### src/rtl/json_token_lexer_assert.svh
// Assertion macros shared by the lexer RTL.
`ifndef JSON_TOKEN_LEXER_ASSERT_SVH
`define JSON_TOKEN_LEXER_ASSERT_SVH

// Same-cycle implication, disabled while reset is asserted.
`define JTL_ASSERT_NOW(lbl, clk_i, rstn_i, ante, cons, msg) \
	lbl: assert property (@(posedge clk_i) disable iff (!(rstn_i)) (ante) |-> (cons)) \
		else $error(msg);

// Next-cycle implication, disabled while reset is asserted.
`define JTL_ASSERT_NEXT(lbl, clk_i, rstn_i, ante, cons, msg) \
	lbl: assert property (@(posedge clk_i) disable iff (!(rstn_i)) (ante) |=> (cons)) \
		else $error(msg);

`endif

### src/rtl/jtl_pkg.sv
// Types, codes and character constants for the JSON token lexer.
`default_nettype none
package jtl_pkg;

	typedef enum logic [3:0] {
		K_STRING = 4'd0,
		K_NUMBER = 4'd1,
		K_BOOL   = 4'd2,
		K_NULL   = 4'd3,
		K_COPEN  = 4'd4,
		K_CCLOSE = 4'd5,
		K_AOPEN  = 4'd6,
		K_ACLOSE = 4'd7,
		K_COLON  = 4'd8,
		K_COMMA  = 4'd9
	} kind_t;

	typedef enum logic [2:0] {
		E_NONE   = 3'd0,
		E_TRAIL  = 3'd1,
		E_BADNUM = 3'd2,
		E_UNEXP  = 3'd3,
		E_ENDED  = 3'd4
	} err_t;

	typedef enum logic [3:0] {
		M_IDLE = 4'b0001,
		M_STR  = 4'b0010,
		M_NUM  = 4'b0100,
		M_SKIP = 4'b1000
	} mode_t;

	typedef struct packed {
		kind_t      kind;
		logic [7:0] vbyte;
		logic       bvalid;
		logic       tend;
		logic       bval;
		err_t       err;
	} res_t;

	localparam res_t RES_NONE = '{kind: K_STRING, vbyte: 8'h00, bvalid: 1'b0,
		tend: 1'b0, bval: 1'b0, err: E_NONE};

	localparam logic [7:0] CH_QUOTE  = 8'h22;
	localparam logic [7:0] CH_COPEN  = 8'h7B;
	localparam logic [7:0] CH_CCLOSE = 8'h7D;
	localparam logic [7:0] CH_AOPEN  = 8'h5B;
	localparam logic [7:0] CH_ACLOSE = 8'h5D;
	localparam logic [7:0] CH_COLON  = 8'h3A;
	localparam logic [7:0] CH_COMMA  = 8'h2C;
	localparam logic [7:0] CH_LF     = 8'h0A;
	localparam logic [7:0] CH_SPACE  = 8'h20;
	localparam logic [7:0] CH_DOT    = 8'h2E;
	localparam logic [7:0] CH_MINUS  = 8'h2D;
	localparam logic [7:0] CH_ZERO   = 8'h30;
	localparam logic [7:0] CH_NINE   = 8'h39;
	localparam logic [7:0] CH_F      = 8'h66;
	localparam logic [7:0] CH_T      = 8'h74;
	localparam logic [7:0] CH_N      = 8'h6E;

	localparam logic [2:0] SKIP_FALSE = 3'd4;
	localparam logic [2:0] SKIP_OTHER = 3'd3;

endpackage
`default_nettype wire

### src/rtl/json_token_lexer.sv
// Top level of the streaming JSON token lexer.
//
//   channel   dir  tdata                        tlast       tuser
//   s_axis    in   [7:0] in_byte                is_last     -
//   m_axis    out  [7:0] value_byte, [8] byte_  token_end   [3:0] token_kind
//                  valid, [9] bool_value,
//                  [12:10] error_code
//
// One byte is taken per cycle while m_axis is ready; a byte that yields two results (comma
// after a number, error after a final string or letter byte) holds the input until one is out.
// The first result shows in the cycle after the input transfer, from the result buffer.
// Reset clears the lex mode to idle, the skip count to zero and empties the buffer.
// A stall on m_axis back-pressures s_axis once the buffer holds a result it cannot pass on.
`default_nettype none
module json_token_lexer (
	input  logic        clk,
	input  logic        arst_n,
	input  logic        s_axis_tvalid,
	output logic        s_axis_tready,
	input  logic [7:0]  s_axis_tdata,   // [7:0] in_byte
	input  logic        s_axis_tlast,
	output logic        m_axis_tvalid,
	input  logic        m_axis_tready,
	output logic [15:0] m_axis_tdata,   // [7:0] value_byte, [8] byte_valid, [9] bool_value,
	                                    // [12:10] error_code, [15:13] zero
	output logic        m_axis_tlast,
	output logic [3:0]  m_axis_tuser    // [3:0] token_kind
);
	import jtl_pkg::*;

	`include "json_token_lexer_assert.svh"

	mode_t      mode_q;
	logic [2:0] skip_q;
	mode_t      mode_nxt;
	logic [2:0] skip_nxt;
	logic [1:0] res_cnt;
	res_t       res0;
	res_t       res1;
	res_t       head;
	logic       in_xfer;

	assign in_xfer = s_axis_tvalid && s_axis_tready;

	jtl_decode u_decode (
		.mode      (mode_q),
		.skip_left (skip_q),
		.in_byte   (s_axis_tdata),
		.is_last   (s_axis_tlast),
		.mode_nxt  (mode_nxt),
		.skip_nxt  (skip_nxt),
		.res_cnt   (res_cnt),
		.res0      (res0),
		.res1      (res1)
	);

	jtl_outbuf u_outbuf (
		.clk        (clk),
		.arst_n     (arst_n),
		.push       (in_xfer),
		.push_cnt   (res_cnt),
		.push_r0    (res0),
		.push_r1    (res1),
		.push_ready (s_axis_tready),
		.head       (head),
		.head_valid (m_axis_tvalid),
		.head_ready (m_axis_tready)
	);

	always_ff @(posedge clk or negedge arst_n) begin
		if (!arst_n) begin
			mode_q <= M_IDLE;
			skip_q <= 3'd0;
		end else if (in_xfer) begin
			mode_q <= mode_nxt;
			skip_q <= skip_nxt;
		end
	end

	assign m_axis_tdata = {3'b000, head.err, head.bval, head.bvalid, head.vbyte};
	assign m_axis_tlast = head.tend;
	assign m_axis_tuser = head.kind;

	`JTL_ASSERT_NOW(a_skip_count, clk, arst_n, 1'b1, (mode_q == M_SKIP) == (skip_q != 3'd0), "skip count out of step with mode")
	`JTL_ASSERT_NEXT(a_last_idle, clk, arst_n, in_xfer && s_axis_tlast, mode_q == M_IDLE, "lexer not idle after final byte")

endmodule
`default_nettype wire

### src/rtl/jtl_decode.sv
// Next-state and result decode for one input byte.
`default_nettype none
module jtl_decode (
	input  jtl_pkg::mode_t      mode,
	input  logic [2:0]          skip_left,
	input  logic [7:0]          in_byte,
	input  logic                is_last,
	output jtl_pkg::mode_t      mode_nxt,
	output logic [2:0]          skip_nxt,
	output logic [1:0]          res_cnt,
	output jtl_pkg::res_t       res0,
	output jtl_pkg::res_t       res1
);
	import jtl_pkg::*;

	function automatic res_t mk_tok(kind_t k, logic bv);
		res_t r;
		r      = RES_NONE;
		r.kind = k;
		r.tend = 1'b1;
		r.bval = bv;
		return r;
	endfunction

	function automatic res_t mk_byte(kind_t k, logic [7:0] c, logic e);
		res_t r;
		r        = RES_NONE;
		r.kind   = k;
		r.vbyte  = c;
		r.bvalid = 1'b1;
		r.tend   = e;
		return r;
	endfunction

	function automatic res_t mk_err(err_t e);
		res_t r;
		r     = RES_NONE;
		r.err = e;
		return r;
	endfunction

	logic       is_digit;
	logic       is_numc;
	logic [2:0] skip_dec;

	assign is_digit = in_byte inside {[CH_ZERO:CH_NINE]};
	assign is_numc  = is_digit || (in_byte == CH_MINUS) || (in_byte == CH_DOT);
	assign skip_dec = (skip_left != 3'd0) ? skip_left - 3'd1 : 3'd0;

	always_comb begin
		mode_nxt = mode;
		skip_nxt = skip_left;
		res_cnt  = 2'd0;
		res0     = RES_NONE;
		res1     = RES_NONE;
		case (mode)
			M_IDLE: begin
				if (in_byte == CH_SPACE || in_byte == CH_LF) begin
					if (is_last) begin
						res0    = mk_err(E_TRAIL);
						res_cnt = 2'd1;
					end
				end else if (in_byte == CH_QUOTE) begin
					if (is_last) begin
						res0    = mk_err(E_ENDED);
						res_cnt = 2'd1;
					end else begin
						mode_nxt = M_STR;
					end
				end else if (in_byte == CH_MINUS || is_digit) begin
					res0    = mk_byte(K_NUMBER, in_byte, is_last);
					res_cnt = 2'd1;
					if (!is_last)
						mode_nxt = M_NUM;
				end else if (in_byte == CH_F || in_byte == CH_T || in_byte == CH_N) begin
					if (in_byte == CH_N)
						res0 = mk_tok(K_NULL, 1'b0);
					else
						res0 = mk_tok(K_BOOL, in_byte == CH_T);
					res_cnt = 2'd1;
					if (is_last) begin
						res1    = mk_err(E_ENDED);
						res_cnt = 2'd2;
					end else begin
						skip_nxt = (in_byte == CH_F) ? SKIP_FALSE : SKIP_OTHER;
						mode_nxt = M_SKIP;
					end
				end else begin
					res_cnt = 2'd1;
					case (in_byte)
						CH_COPEN:  res0 = mk_tok(K_COPEN, 1'b0);
						CH_CCLOSE: res0 = mk_tok(K_CCLOSE, 1'b0);
						CH_AOPEN:  res0 = mk_tok(K_AOPEN, 1'b0);
						CH_ACLOSE: res0 = mk_tok(K_ACLOSE, 1'b0);
						CH_COLON:  res0 = mk_tok(K_COLON, 1'b0);
						CH_COMMA:  res0 = mk_tok(K_COMMA, 1'b0);
						default:   res0 = mk_err(E_UNEXP);
					endcase
				end
			end
			M_STR: begin
				if (in_byte == CH_QUOTE) begin
					res0     = mk_tok(K_STRING, 1'b0);
					res_cnt  = 2'd1;
					mode_nxt = M_IDLE;
				end else begin
					res0    = mk_byte(K_STRING, in_byte, 1'b0);
					res_cnt = 2'd1;
					if (is_last) begin
						res1    = mk_err(E_ENDED);
						res_cnt = 2'd2;
					end
				end
			end
			M_NUM: begin
				res_cnt = 2'd1;
				if (is_last) begin
					res0 = mk_tok(K_NUMBER, 1'b0);
				end else if (is_numc) begin
					res0 = mk_byte(K_NUMBER, in_byte, 1'b0);
				end else if (in_byte == CH_COMMA) begin
					res0     = mk_tok(K_NUMBER, 1'b0);
					res1     = mk_tok(K_COMMA, 1'b0);
					res_cnt  = 2'd2;
					mode_nxt = M_IDLE;
				end else if (in_byte == CH_LF) begin
					res0     = mk_tok(K_NUMBER, 1'b0);
					mode_nxt = M_IDLE;
				end else begin
					res0     = mk_err(E_BADNUM);
					mode_nxt = M_IDLE;
				end
			end
			M_SKIP: begin
				skip_nxt = skip_dec;
				if (skip_dec == 3'd0) begin
					mode_nxt = M_IDLE;
				end else if (is_last) begin
					res0    = mk_err(E_ENDED);
					res_cnt = 2'd1;
				end
			end
			default: begin
				mode_nxt = M_IDLE;
				skip_nxt = 3'd0;
			end
		endcase
		// the final byte always leaves the lexer idle
		if (is_last) begin
			mode_nxt = M_IDLE;
			skip_nxt = 3'd0;
		end
	end

endmodule
`default_nettype wire

### src/rtl/jtl_outbuf.sv
// Two-slot result buffer between the decode and the output stream.
`default_nettype none
module jtl_outbuf (
	input  logic           clk,
	input  logic           arst_n,
	input  logic           push,
	input  logic [1:0]     push_cnt,
	input  jtl_pkg::res_t  push_r0,
	input  jtl_pkg::res_t  push_r1,
	output logic           push_ready,
	output jtl_pkg::res_t  head,
	output logic           head_valid,
	input  logic           head_ready
);
	import jtl_pkg::*;

	`include "json_token_lexer_assert.svh"

	res_t       slot0_q;
	res_t       slot1_q;
	logic [1:0] cnt_q;
	logic       pop;

	assign pop        = head_valid && head_ready;
	assign head_valid = cnt_q != 2'd0;
	assign head       = slot0_q;
	// a new item only lands when the buffer is empty after this cycle's transfer
	assign push_ready = (cnt_q == 2'd0) || ((cnt_q == 2'd1) && head_ready);

	always_ff @(posedge clk or negedge arst_n) begin
		if (!arst_n) begin
			cnt_q <= 2'd0;
		end else if (push) begin
			cnt_q <= push_cnt;
		end else if (pop) begin
			cnt_q <= cnt_q - 2'd1;
		end
	end

	always_ff @(posedge clk) begin
		if (push) begin
			slot0_q <= push_r0;
			slot1_q <= push_r1;
		end else if (pop) begin
			slot0_q <= slot1_q;
		end
	end

	`JTL_ASSERT_NOW(a_cnt_range, clk, arst_n, 1'b1, cnt_q != 2'd3, "result count out of range")
	`JTL_ASSERT_NOW(a_no_overwrite, clk, arst_n, push, (cnt_q == 2'd0) || pop, "results overwritten")
	`JTL_ASSERT_NEXT(a_drain_second, clk, arst_n, pop && !push && (cnt_q == 2'd2), (cnt_q == 2'd1) && head_valid, "second result lost")

endmodule
`default_nettype wire
### config.mk
export PLATFORM = sky130hd
export DESIGN_NAME = json_token_lexer
export DESIGN_NICKNAME = d
export VERILOG_FILES = /design/src/rtl/jtl_pkg.sv /design/src/rtl/json_token_lexer.sv /design/src/rtl/jtl_decode.sv /design/src/rtl/jtl_outbuf.sv
export VERILOG_INCLUDE_DIRS = /design/src /design/src/rtl
export SDC_FILE = /design/constraint.sdc
export NUM_CORES = 1
export LEC_CHECK = 0
export ABC_AREA = 1
export BUFFER_PORTS_ARGS = -buffer_cell sky130_fd_sc_hd__buf_2
export CORE_ASPECT_RATIO = 0.75
export CORE_MARGIN = 2
export CORE_UTILIZATION = 47
export CTS_CLUSTER_SIZE = 25
export DETAILED_ROUTE_END_ITERATION = 8
export PLACE_DENSITY_LB_ADDON = 0.05
export SLEW_MARGIN = 20
export SYNTH_ARGS = -nofsm -noshare
export SYNTH_HDL_FRONTEND = slang
export SYNTH_SLANG_ARGS = --single-unit
### constraint.sdc
create_clock -name clk -period 4.5 [get_ports clk]
set_input_delay 0.675 -clock clk [delete_from_list [all_inputs] [get_ports clk]]
set_output_delay 0.675 -clock clk [all_outputs]
set_load 0.05 [all_outputs]
# Yosys cells after proc, flatten, opt, wreduce, memory -nomap -nowiden
# Cells that the tools add are included.
classes:
  addsub: 2
  order_cmp: 2
  n_eq_ne: 28
  muxes: 57
  reduce_logical: 18
op_table:
  columns: ["op", "n"]
  rows:
  - ["18-bit two-way mux", 16]
  - ["18-bit one-hot mux with 6 select lines", 1]
  - ["18-bit one-hot mux with 4 select lines", 1]
  - ["8-bit by 7-bit == test with 1-bit output, second input constant", 7]
  - ["18-bit one-hot mux with 3 select lines", 1]
  - ["8-bit by 6-bit == test with 1-bit output, second input constant", 6]
  - ["4-bit two-way mux", 8]
  - ["15-bit two-way mux", 2]
  - ["3-bit two-way mux", 10]
  - ["2-bit two-way mux", 11]
  - ["4-bit one-hot mux with 4 select lines", 1]
  - ["14-bit two-way mux", 1]
  - ["3-bit inequality test, second input constant", 4]
  - ["6-bit AND reduction", 2]
  - ["3-bit by 2-bit inequality test with 1-bit output, second input constant", 3]
  - ["3-bit one-hot mux with 3 select lines", 1]
  - ["8-bit by 4-bit == test with 1-bit output, second input constant", 1]
  - ["8-bit by 6-bit greater-or-equal comparator with 1-bit output, second input constant", 1]
  - ["8-bit by 6-bit <= comparator with 1-bit output, second input constant", 1]
  - ["2-bit one-hot mux with 4 select lines", 1]
  - ["1-bit logical OR", 6]
  - ["5-bit by 2-bit inequality test with 1-bit output, second input constant", 1]
  - ["4-bit by 1-bit == test with 1-bit output, second input constant", 1]
  - ["4-bit by 2-bit == test with 1-bit output, second input constant", 1]
  - ["other kinds (13)", 19]
word_totals:
  reg_bits: 45
  input_bits: 13
  out_inout_bits: 23
  elab_cells: 122

# Depth between registers and ports, before layout
# Gate-level depths: netlist of run 1.
depth:
  ltp_word: 9
  mapped_depth: 13
  mapped_depth_nobuf: 13

# By module
# A second synthesis of run 1 with hierarchy kept.
hier_totals:
  hier_cells: 379
  area_unflattened_um2: 3095.5
modules_own_cells:
  columns: ["mod", "n_inst", "cells_each", "area_each_um2", "seq_area_each_um2"]
  rows:
  - ["jtl_outbuf", 1, 116, 1453.9, 1131.1]
  - ["jtl_decode", 1, 227, 1270.0, 0.0]
  - ["json_token_lexer", 1, 36, 371.6, 176.4]

# Worst setup path before layout of run 1
# Ideal clock, no wire load.
synth_path:
  kind: "register -> register"
  start: "register u_outbuf.cnt_q[0]"
  end: "register u_outbuf.slot0_q (netlist bit u_outbuf.head[2]) (data pin)"
  setup_ns: 0.270
  arrival_time_ns: 1.975
  t_required_ns: 4.230
  setup_slack_ns: 2.255
  path_stages_with_launch: 8
  n_path_buf: 1
  period_less_slack_ns: 2.245
  path_cell_list: "dfrtp_1 -> inv_1 -> ha_1 -> inv_1 -> nand2_1 -> nand2_1 -> clkbuf_1 -> o21ai_0"
synth_between:
  elab_chain_len: 5
  word_cells_on_any_way: 6
  classes_between: "eq/ne (1); mux (1); reduce/logical (4)"
synth_rtl:
  columns: ["item", "line", "rtl"]
  rows:
  - ["start: declaration", "jtl_outbuf.sv:21", "logic [1:0] cnt_q;"]
  - ["start signal: assignment", "jtl_outbuf.sv:34", "cnt_q <= push_cnt;"]
  - ["start signal: assignment", "jtl_outbuf.sv:36", "cnt_q <= cnt_q - 2'd1;"]
  - ["2-bit by 1-bit == test with 1-bit output", "jtl_outbuf.sv:28", "assign push_ready = (cnt_q == 2'd0) || ((cnt_q == 2'd1) && head_ready);"]
  - ["1-bit logical AND", "jtl_outbuf.sv:28", null]
  - ["1-bit logical OR (*)", "jtl_outbuf.sv:28", null]
  - ["named net s_axis_tready", "json_token_lexer.sv:19", "output logic s_axis_tready,"]
  - ["1-bit logical AND (*)", "json_token_lexer.sv:43", "assign in_xfer = s_axis_tvalid && s_axis_tready;"]
  - ["18-bit two-way mux (*)", "jtl_outbuf.sv:41", "if (push) begin"]
  - ["end signal: assignment", "jtl_outbuf.sv:42", "slot0_q <= push_r0;"]
  - ["end signal: assignment", "jtl_outbuf.sv:45", "slot0_q <= slot1_q;"]
  - ["end: declaration", "jtl_outbuf.sv:19", "res_t slot0_q;"]
# The timed path passes the listed nets; every way through them passes the cells marked *.
# A chain may end at the register's enable or synchronous reset.

# Final worst setup path of run 1
layout_path:
  start: "register u_outbuf.cnt_q[0]"
  end: "register mode_q[2]"
layout_between:
  elab_chain_len: 5
  word_cells_on_any_way: 6
  classes_between: "eq/ne (1); reduce/logical (5)"
layout_rtl:
  columns: ["item", "line", "rtl"]
  rows:
  - ["2-bit by 1-bit == test with 1-bit output", "jtl_outbuf.sv:28", null]
  - ["1-bit logical AND", "jtl_outbuf.sv:28", null]
  - ["1-bit logical OR (*)", "jtl_outbuf.sv:28", null]
  - ["1-bit logical AND (*)", "json_token_lexer.sv:43", null]
  - ["6-bit AND reduction (no line) (*)", null, null]
  - ["end signal: assignment", "json_token_lexer.sv:75", "mode_q <= mode_nxt;"]
  - ["end: declaration", "json_token_lexer.sv:33", "mode_t mode_q;"]
# Every way passes the cells marked *; elsewhere a longest branch is shown, timed or not.

==> insert_results.sql, run 1 <==
INSERT INTO impl_metrics (metric_group, metric, value, unit) VALUES
('cells_and_area', 'final_layout_size_suffix_gt1_share', '21.9', '%'),
('place', 'port-buffer-count', '32', ''),
('worst_setup_path', 'start_kind', 'flip-flop', ''),
('global_route', 'globalRouteOverflowTotal', '0', ''),
('synthesis', 'yosys_most_used_dff', 'sky130_fd_sc_hd__edfxtp_1', ''),
('floorplan', 'core_rows', '20', ''),
('floorplan', 'die_height', '59.4', 'um'),
('clock_network', 'cts.sinks', '29', ''),
('clock_network', 'clock_latency', '0.28', 'ns'),
('global_route', 'grt_max_degree', '21', ''),
('synthesis', 'netlist_instances', '266', ''),
('sta', 'count_of_pins_over_their_slew_limit', '0', ''),
('clock_network', 'cts_hold_buf', '0', ''),
('synthesis', 'ys_ff_latch', '29', ''),
('sta', 'final_min_period_over_clock_period', '48.1', '%'),
('worst_setup_path', 'worst-r2r-cell-count', '13', ''),
('worst_setup_path', 'worstSetupEndpointType', 'flip-flop', ''),
('sta', 'final.hold.worst_slack', '0.231', 'ns'),
('cells_and_area', 'diodes', '0', ''),
('sta', 'clock.fmax', '462', 'MHz'),
('power', 'worst_ir_drop_vdd', '0.216', 'mV'),
('cells_and_area', 'number_of_nets_at_the_end_of_the_flow', '315', ''),
('place', 'place.gp.congestion', '0.895', ''),
('global_route', 'grt_util_all_layers', '20.5', '%'),
('clock_network', 'cts_post_setup_buffers_inserted', '0', ''),
('power', 'power_report.internal_total', '0.000613', 'W'),
('power', 'power_density', '536', 'nW/um2'),
('sta', 'timing_hold_violations_final', '0', ''),
('sta', 'post-route-min-period', '2.17', 'ns'),
('worst_setup_path', 'worst-r2r-setup-slack', '2.33', 'ns'),
('detailed_routing', 'wl_per_cell', '12.0', 'um'),
('sta', 'slew_headroom', '51.2', '%'),
('sta', 'timing.setup.tns', '0', 'ns'),
('detailed_routing', 'detailroute.via_count', '1768', ''),
('floorplan', 'die_w', '77.8', 'um'),
('synthesis', 'synthesis.area_per_instance', '7.22', 'um2'),
('synthesis', 'synth.lib_cells_used.distinct', '28', ''),
('power', 'combinationalPowerShare', '47.3', '%'),
('worst_setup_path', 'worst_ep_required_time', '4.68', 'ns'),
('clock_network', 'cts_buffer_depth', '2', ''),
('worst_setup_path', 'crit_type', 'flip-flop to flip-flop', ''),
('clock_network', 'cts_resized', '0', ''),
('worst_setup_path', 'rr_endpoint', 'mode_q[2]', ''),
('worst_setup_path', 'worst_ep_arrival_time', '2.34', 'ns'),
('status', 'outcome', 'complete, no violations', ''),
('synthesis', 'edff_count_synth', '20', ''),
('global_route', 'grt_first_pass_wirelength', '7230', 'um'),
('min_path', 'hold_class', 'primary input to asynchronous set/reset pin', ''),
('synthesis', 'seq_area_frac_synth', '43.0', '%'),
('power', 'p_sw', '0.000569', 'W'),
('floorplan', 'die_area', '4620', 'um2'),
('global_route', 'grt_antenna_before_repair', '0', ''),
('clock_network', 'cts_made_buffers', '5', ''),
('floorplan', 'initial_cell_density_of_the_core', '48.3', '%'),
('detailed_routing', 'firstDrtPassIters', '4', ''),
('sta', 'worst_clock_skew', '0.00626', 'ns'),
('power', 'switching_share', '48.1', '%'),
('clock_network', 'clockRootBuffer', 'sky130_fd_sc_hd__clkbuf_8', ''),
('job', 'max_cap_viol_count', '0', ''),
('cells_and_area', 'area_growth', '14.7', '%'),
('detailed_routing', 'route.detailed.drc', '0', ''),
('worst_setup_path', 'worst-path-max-fanout', '13', ''),
('power', 'static-leakage-power', '1.09', 'nW'),
('detailed_routing', 'detail_route.vias_per_cell', '4.97', ''),
('power', 'clockPowerShare', '17.6', '%'),
('clock_network', 'cts_tree', 'yes', ''),
('place', 'hpwl', '3370', 'um'),
('synthesis', 'asyncSetResetFlopFracSynth', '31.0', '%'),
('power', 'power.sequential.fraction', '35.1', '%'),
('worst_setup_path', 'crit-reg2reg-launch', 'u_outbuf.cnt_q[0]', ''),
('floorplan', 'pin_count', '36', ''),
('detailed_routing', 'detailedRoute.firstIterationViolations', '117', ''),
('detailed_routing', 'antenna_violating_nets_post_route', '0', ''),
('sta', 'grt_setup_unrepaired', 'false', ''),
('global_route', 'first_global_vias', '1559', ''),
('synthesis', 'synthesis.area', '1920', 'um2'),
('clock_network', 'clk_pin_slew_worst_paths', '0.07', 'ns'),
('clock_network', 'cts.htree.levels', '2', ''),
('sta', 'tightestPinTransition', '0.732', 'ns'),
('synthesis', 'synth_warnings', '0', ''),
('floorplan', 'core', '3980', 'um2'),
('detailed_routing', 'wirelength', '4290', 'um'),
('sta', 'setup_viol_count_final', '0', ''),
('cells_and_area', 'n_fill_cell', '396', '');
-- metal layers --
metal / vias to the layer above / global-route usage (%) / share of wire [%]
met2: 53 / 27.6 / 39
met1: 784 / 31.2 / 52
li1: 924 / - / -
met5: - / 0 / 0
met3: 7 / 4.88 / 7.2
met4: 0 / 8.67 / 1.4
-- power groups by stage --
stage                     Combinational (W)  Clock (W)  Sequential, W
after floorplan                    0.000265          0       0.000610
after global placement             0.000561          0       0.000422
after detailed placement           0.000561          0       0.000421
after CTS                          0.000562   0.000213       0.000416
after global routing               0.000612   0.000225       0.000425
final                              0.000559   0.000208       0.000415
-- cells by family (layout without fill, tap and decap cells) --
family,Yosys count,after routing,synth area share (%)
flip-flops,29,29,43.0
adder cells (fa/ha/maj),2,2,1.30
AO/OA/AOI/OAI,26,26,7.75
other,1,3,0.195
AND/OR/NAND/NOR,166,166,38.8
buffers and inverters,42,75,8.92
-- synth_stat cells (2+ instances only) --
cell type                  number  share of area [%]
sky130_fd_sc_hd__a21oi_1       12                3.1
sky130_fd_sc_hd__buf_2          2               0.52
sky130_fd_sc_hd__buf_4          3                1.2
sky130_fd_sc_hd__clkbuf_1       2               0.39
sky130_fd_sc_hd__dfrtp_1        8                 10
sky130_fd_sc_hd__edfxtp_1      20                 31
sky130_fd_sc_hd__ha_1           2                1.3
sky130_fd_sc_hd__inv_1         29                5.7
sky130_fd_sc_hd__inv_2          6                1.2
sky130_fd_sc_hd__nand2_1       75                 15
sky130_fd_sc_hd__nand2_2       10                3.3
sky130_fd_sc_hd__nand3_1       22                5.7
sky130_fd_sc_hd__nand4_1        4                1.3
sky130_fd_sc_hd__nor2_1        33                6.4
sky130_fd_sc_hd__nor2_2         3               0.98
sky130_fd_sc_hd__nor2_4         2                1.2
sky130_fd_sc_hd__nor3_1        11                2.9
sky130_fd_sc_hd__nor4_1         2               0.65
sky130_fd_sc_hd__o21ai_0       11                2.9
-- cells in the final DEF (no fill, tap or decap), types with 4 or more instances in the layout --
cell,instances
sky130_fd_sc_hd__nand4_1,4
sky130_fd_sc_hd__nand3_1,22
sky130_fd_sc_hd__dfrtp_1,8
sky130_fd_sc_hd__inv_2,6
sky130_fd_sc_hd__clkbuf_8,5
sky130_fd_sc_hd__inv_1,29
sky130_fd_sc_hd__o21ai_0,11
sky130_fd_sc_hd__nor2_1,33
sky130_fd_sc_hd__edfxtp_1,20
sky130_fd_sc_hd__a21oi_1,12
sky130_fd_sc_hd__buf_2,32
sky130_fd_sc_hd__nand2_1,75
sky130_fd_sc_hd__nor3_1,11
sky130_fd_sc_hd__nand2_2,10
-- flip-flops by register name (all words and copies together), names as in the netlist --
name,cells
u_outbuf.slot1_q,2
mode_q,4
skip_q,3
u_outbuf.head,18
u_outbuf.cnt_q,2
-- how the worst max path moves through the flow --
stage | start | endpoint | slack (ns) | depth (start not counted)
4_1_cts | u_outbuf.cnt_q[0] | mode_q[2] | 2.33 | 13
3_3_place_gp | m_axis_tready | mode_q[2] | 2.26 | 12
6_report | u_outbuf.cnt_q[0] | mode_q[2] | 2.33 | 13
5_1_grt | u_outbuf.cnt_q[0] | mode_q[2] | 2.04 | 13
2_1_floorplan | u_outbuf.cnt_q[0] | u_outbuf.head[2] | 2.26 | 7
3_5_place_dp | m_axis_tready | mode_q[2] | 2.20 | 12
-- worst max-delay path: stages, from the launching register on --
cell                      delay, ns
sky130_fd_sc_hd__dfrtp_1       0.39
sky130_fd_sc_hd__inv_1         0.08
sky130_fd_sc_hd__ha_1          0.15
sky130_fd_sc_hd__inv_1         0.06
sky130_fd_sc_hd__nand2_1       0.07
sky130_fd_sc_hd__nand2_1       0.30
sky130_fd_sc_hd__inv_1         0.43
sky130_fd_sc_hd__nand2_2       0.13
sky130_fd_sc_hd__nor2_1        0.11
sky130_fd_sc_hd__nand2_1       0.06
sky130_fd_sc_hd__inv_2         0.08
sky130_fd_sc_hd__nand2_2       0.07
sky130_fd_sc_hd__nand2_1       0.07
sky130_fd_sc_hd__nand2_1       0.04
-- cell type report --
class	instances	area, um2	area share [%]
Sequential cell	29	827	37.5
Timing Repair Buffer	32	160	7.26
Clock inverter	3	17.5	0.795
Tap cell	55	68.8	3.12
Clock buffer	5	68.8	3.12
Inverter	35	131	5.96
Multi-Input combinational cell	197	931	42.2
-- stage by stage --
stage / cells / power, W / area (um2) / utilization [%] / worst slack (ns)
5_1_grt: 356 / 0.00126 / 2200 / 55.4 / 2.04
4_1_cts: 356 / 0.00119 / 2200 / 55.4 / 2.33
2_1_floorplan: 268 / 0.000875 / 1930 / - / 2.26
6_report: 356 / 0.00118 / 2200 / 55.4 / 2.33
3_5_place_dp: 348 / 0.000982 / 2120 / 53.2 / 2.20
3_3_place_gp: 348 / 0.000983 / 2120 / 53.2 / 2.26
Power figures use the tool's default switching activity.
==> inputs of run 2 (changes only) <==
Settings changed: ABC_AREA 1 to 0.
Clock period 4.5 ns to 1.9 ns, I/O delays scaled along.
==> run 2 against run 1 <==
Via count is 10% higher. Die area is 7.6% higher. Count of clock-buffer cells in the layout is 1 higher. Critical endpoint is now u_outbuf.head[17]. Combinational power rose to 2.9 times the previous value. Power increased to 2.6 times the previous value. The flow now finishes with violations (setup timing). Maximum frequency up 10%. Sequential cell count unchanged. Clock skew is essentially flat. Critical path type unchanged.
==> insert_results.sql, run 2 <==
INSERT INTO impl_metrics (metric_group, metric, value, unit) VALUES
('status', 'outcome', 'complete, but fails checks', ''),
('status', 'failed_checks', 'setup timing', ''),
('power', 'static-leakage-power', '1.16', 'nW'),
('floorplan', 'initial_cell_density_of_the_core', '50.0', '%'),
('synthesis', 'most_repeated_cell_in_the_gate_level_netlist_after_synthesis', 'sky130_fd_sc_hd__edfxtp_1', ''),
('worst_setup_path', 'worst_ep_arrival_time', '2.08', 'ns'),
('worst_setup_path', 'worst-r2r-setup-slack', '-0.07', 'ns'),
('place', 'preCtsSetupSlack', '-0.127', 'ns'),
('place', 'placed_cell_area', '2570', 'um2'),
('floorplan', 'die_w', '80.8', 'um'),
('floorplan', 'pin_count', '36', ''),
('worst_setup_path', 'cp_cell_sequence', 'or4b_4, nor3_2, nand2_1, o31ai_2', ''),
('worst_setup_path', 'crit-reg2reg-launch', 'mode_q[3]', ''),
('synthesis', 'yosys_most_used_dff', 'sky130_fd_sc_hd__edfxtp_1', ''),
('clock_network', 'clk_pin_slew_worst_paths', '0.06', 'ns'),
('cells_and_area', 'number_of_nets_at_the_end_of_the_flow', '300', ''),
('cells_and_area', 'fin_util', '67.9', '%'),
('detailed_routing', 'route.detailed.drc', '0', ''),
('sta', 'setup_viol_count_final', '5', ''),
('global_route', 'grt_max_degree', '19', ''),
('power', 'power_density', '1090', 'nW/um2'),
('sta', 'grt_setup_unrepaired', 'true', ''),
('sta', 'final_critical_path_setup_slack', '-0.0682', 'ns'),
('place', 'place.gp.congestion', '0.947', ''),
('detailed_routing', 'firstDrtPassIters', '4', ''),
('worst_setup_path', 'crit_type', 'flip-flop to flip-flop', ''),
('worst_setup_path', 'crit_path_top_delay_cell', 'sky130_fd_sc_hd__or4b_4', ''),
('global_route', 'grt_antenna_before_repair', '0', ''),
('synthesis', 'ys_ff_latch', '29', ''),
('place', 'dp.cells', '330', ''),
('synthesis', 'netlist_instances', '212', ''),
('detailed_routing', 'wirelength', '5680', 'um'),
('synthesis', 'synth.largest_area_cell', 'sky130_fd_sc_hd__edfxtp_1', ''),
('job', 'max_cap_viol_count', '0', ''),
('synthesis', 'edff_count_synth', '20', ''),
('global_route', 'first_global_vias', '1851', ''),
('sta', 'clock.fmax', '508', 'MHz'),
('detailed_routing', 'wl_per_cell', '16.7', 'um'),
('sta', 'final_min_period_over_clock_period', '104', '%'),
('floorplan', 'die_height', '61.6', 'um'),
('cells_and_area', 'final_layout_size_suffix_gt1_share', '44.1', '%'),
('worst_setup_path', 'cp_top_family', 'simple AND/OR/NAND/NOR gates', ''),
('power', 'worst_ir_drop_vdd', '0.759', 'mV'),
('place', 'port-buffer-count', '32', ''),
('synthesis', 'synth_warnings', '0', ''),
('clock_network', 'cts_made_buffers', '5', ''),
('cells_and_area', 'post-route-cell-area', '2820', 'um2'),
('global_route', 'grt_first_pass_wirelength', '9140', 'um'),
('place', 'hpwl', '4260', 'um'),
('clock_network', 'cts_buffer_depth', '2', ''),
('synthesis', 'synthesis.area_per_instance', '9.80', 'um2'),
('detailed_routing', 'detailedRoute.firstIterationViolations', '183', ''),
('cells_and_area', 'diodes', '0', ''),
('sta', 'post-route-min-period', '1.97', 'ns'),
('synthesis', 'ys_top_cells_by_area', 'sky130_fd_sc_hd__edfxtp_1 (29%), sky130_fd_sc_hd__dfrtp_1 (9.6%), sky130_fd_sc_hd__nor2_1 (3.4%)', ''),
('sta', 'timing_hold_violations_final', '0', ''),
('worst_setup_path', 'worst-path-max-fanout', '8', ''),
('synthesis', 'synthesis.area', '2080', 'um2'),
('clock_network', 'clockRootBuffer', 'sky130_fd_sc_hd__clkbuf_8', ''),
('global_route', 'globalRouteOverflowTotal', '0', ''),
('clock_network', 'cts_tree', 'yes', ''),
('power', 'finalPower', '0.00308', 'W'),
('cells_and_area', 'final_common_cell', 'sky130_fd_sc_hd__buf_4', ''),
('cells_and_area', 'post_layout_nonfiller_instances', '341', ''),
('detailed_routing', 'detailroute.via_count', '1947', ''),
('cells_and_area', 'area_growth', '35.7', '%'),
('sta', 'count_of_pins_over_their_slew_limit', '0', ''),
('sta', 'worst_clock_skew', '0.00622', 'ns'),
('floorplan', 'die_area', '4970', 'um2'),
('floorplan', 'core', '4150', 'um2'),
('synthesis', 'seq_area_frac_synth', '39.8', '%'),
('min_path', 'hold_class', 'primary input to asynchronous set/reset pin', ''),
('worst_setup_path', 'start_kind', 'flip-flop', ''),
('detailed_routing', 'antenna_violating_nets_post_route', '0', ''),
('worst_setup_path', 'worstSetupEndpointType', 'flip-flop', ''),
('synthesis', 'asyncSetResetFlopFracSynth', '31.0', '%'),
('floorplan', 'core_rows', '20', ''),
('synthesis', 'synthDominantCellAreaShare', '28.9', '%'),
('worst_setup_path', 'worst_ep_required_time', '2.01', 'ns'),
('worst_setup_path', 'rr_endpoint', 'u_outbuf.head[17]', ''),
('clock_network', 'clock_latency', '0.29', 'ns'),
('worst_setup_path', 'critical_path_buffers_and_inverters', '0', ''),
('synthesis', 'synth.lib_cells_used.distinct', '69', ''),
('worst_setup_path', 'worst_path_largest_cell_delay', '0.64', 'ns'),
('detailed_routing', 'detail_route.vias_per_cell', '5.71', ''),
('synthesis', 'synthTopCellsByCount', 'sky130_fd_sc_hd__edfxtp_1 (20), sky130_fd_sc_hd__nor2_1 (19), sky130_fd_sc_hd__nand2_1 (14), sky130_fd_sc_hd__o21ai_0 (12), sky130_fd_sc_hd__nand3_1 (10)', ''),
('cells_and_area', 'number_of_flip_flops_in_the_largest_register', '18', ''),
('cells_and_area', 'layout.cells.most_common_list', 'sky130_fd_sc_hd__buf_4 (41), sky130_fd_sc_hd__buf_2 (32), sky130_fd_sc_hd__edfxtp_1 (20)', ''),
('global_route', 'grt_util_all_layers', '25.2', '%'),
('clock_network', 'cts.htree.levels', '2', ''),
('clock_network', 'cts.sinks', '29', ''),
('worst_setup_path', 'worst-r2r-cell-count', '4', '');
## run 2: cell count changes after synthesis, sizes merged, moves of 4 or more
cell and delta:
nand2 -71, nor2b +4, and2 +8, o31ai +4, nand3 -13, nor2 -18
nor3 -4, inv -26, nand2b +5, a21o +4, buf +7, a21oi -7
## run 2: timing repair
| action | in CTS | in global routing |
|---|---|---|
| hold buffers | 1 | 0 |
| buffers inserted | 1 | 1 |
| setup endpoints to repair | 16 | 25 |
| endpoints found under the hold margin | 8 | 0 |
| cloned | 0 | 0 |
| resized for setup | 6 | 29 |
| pin swaps | 1 | 12 |
## run 2: power breakdown
group          total [W]  internal [W]  switching (W)
registers       0.000983      0.000892      0.0000918
logic            0.00161      0.000575        0.00103
clock network   0.000491      0.000253       0.000238
## run 2: layout make-up
type / instances / area, um2
clock buffer: 6 / 72.6
sequential: 29 / 830
fill: 334 / 1340
tap: 55 / 68.8
timing repair buffer: 79 / 543
inverter: 9 / 33.8
clock inverter: 2 / 10.0
multi-input combinational: 161 / 1260
## run 2: how the worst max path moves through the flow
stage	slack (ns)	to	startpoint	cells past startpoint
3_3_place_gp	-0.10	skip_q[0]	s_axis_tdata[0]	7
6_report	-0.07	u_outbuf.head[17]	mode_q[3]	4
3_5_place_dp	-0.13	skip_q[0]	s_axis_tdata[0]	7
4_1_cts	-0.03	u_outbuf.head[17]	mode_q[0]	4
5_1_grt	-0.12	u_outbuf.head[17]	mode_q[3]	4
2_1_floorplan	0.02	u_outbuf.head[12]	mode_q[0]	6
## run 2: through the flow
stage                     setup TNS (ns)  hold WS, ns
after CTS                        -0.0613        0.384
after global placement            -0.545        0.148
after floorplan                        0      -0.0106
final                             -0.110        0.379
after global routing              -0.573        0.410
after detailed placement          -0.767        0.153
## run 2: cell families after synthesis
family,Yosys count,synth area share [%]
muxes,4,2.41
DFF,29,39.8
buffers and inverters,24,6.39
other,1,0.181
AOI/OAI and AO/OA,54,20.1
adders and majority gates,2,1.20
xor gates and xnor gates,3,1.27
and+or+nand+nor,95,28.7
## run 2: metal layers
metal,up-vias,GRT usage (%),share of wire [%]
met1,914,36.0,46
met3,9,5.28,7.9
met4,0,12.3,1.5
li1,938,-,-
met5,-,0,0
met2,86,36.7,44
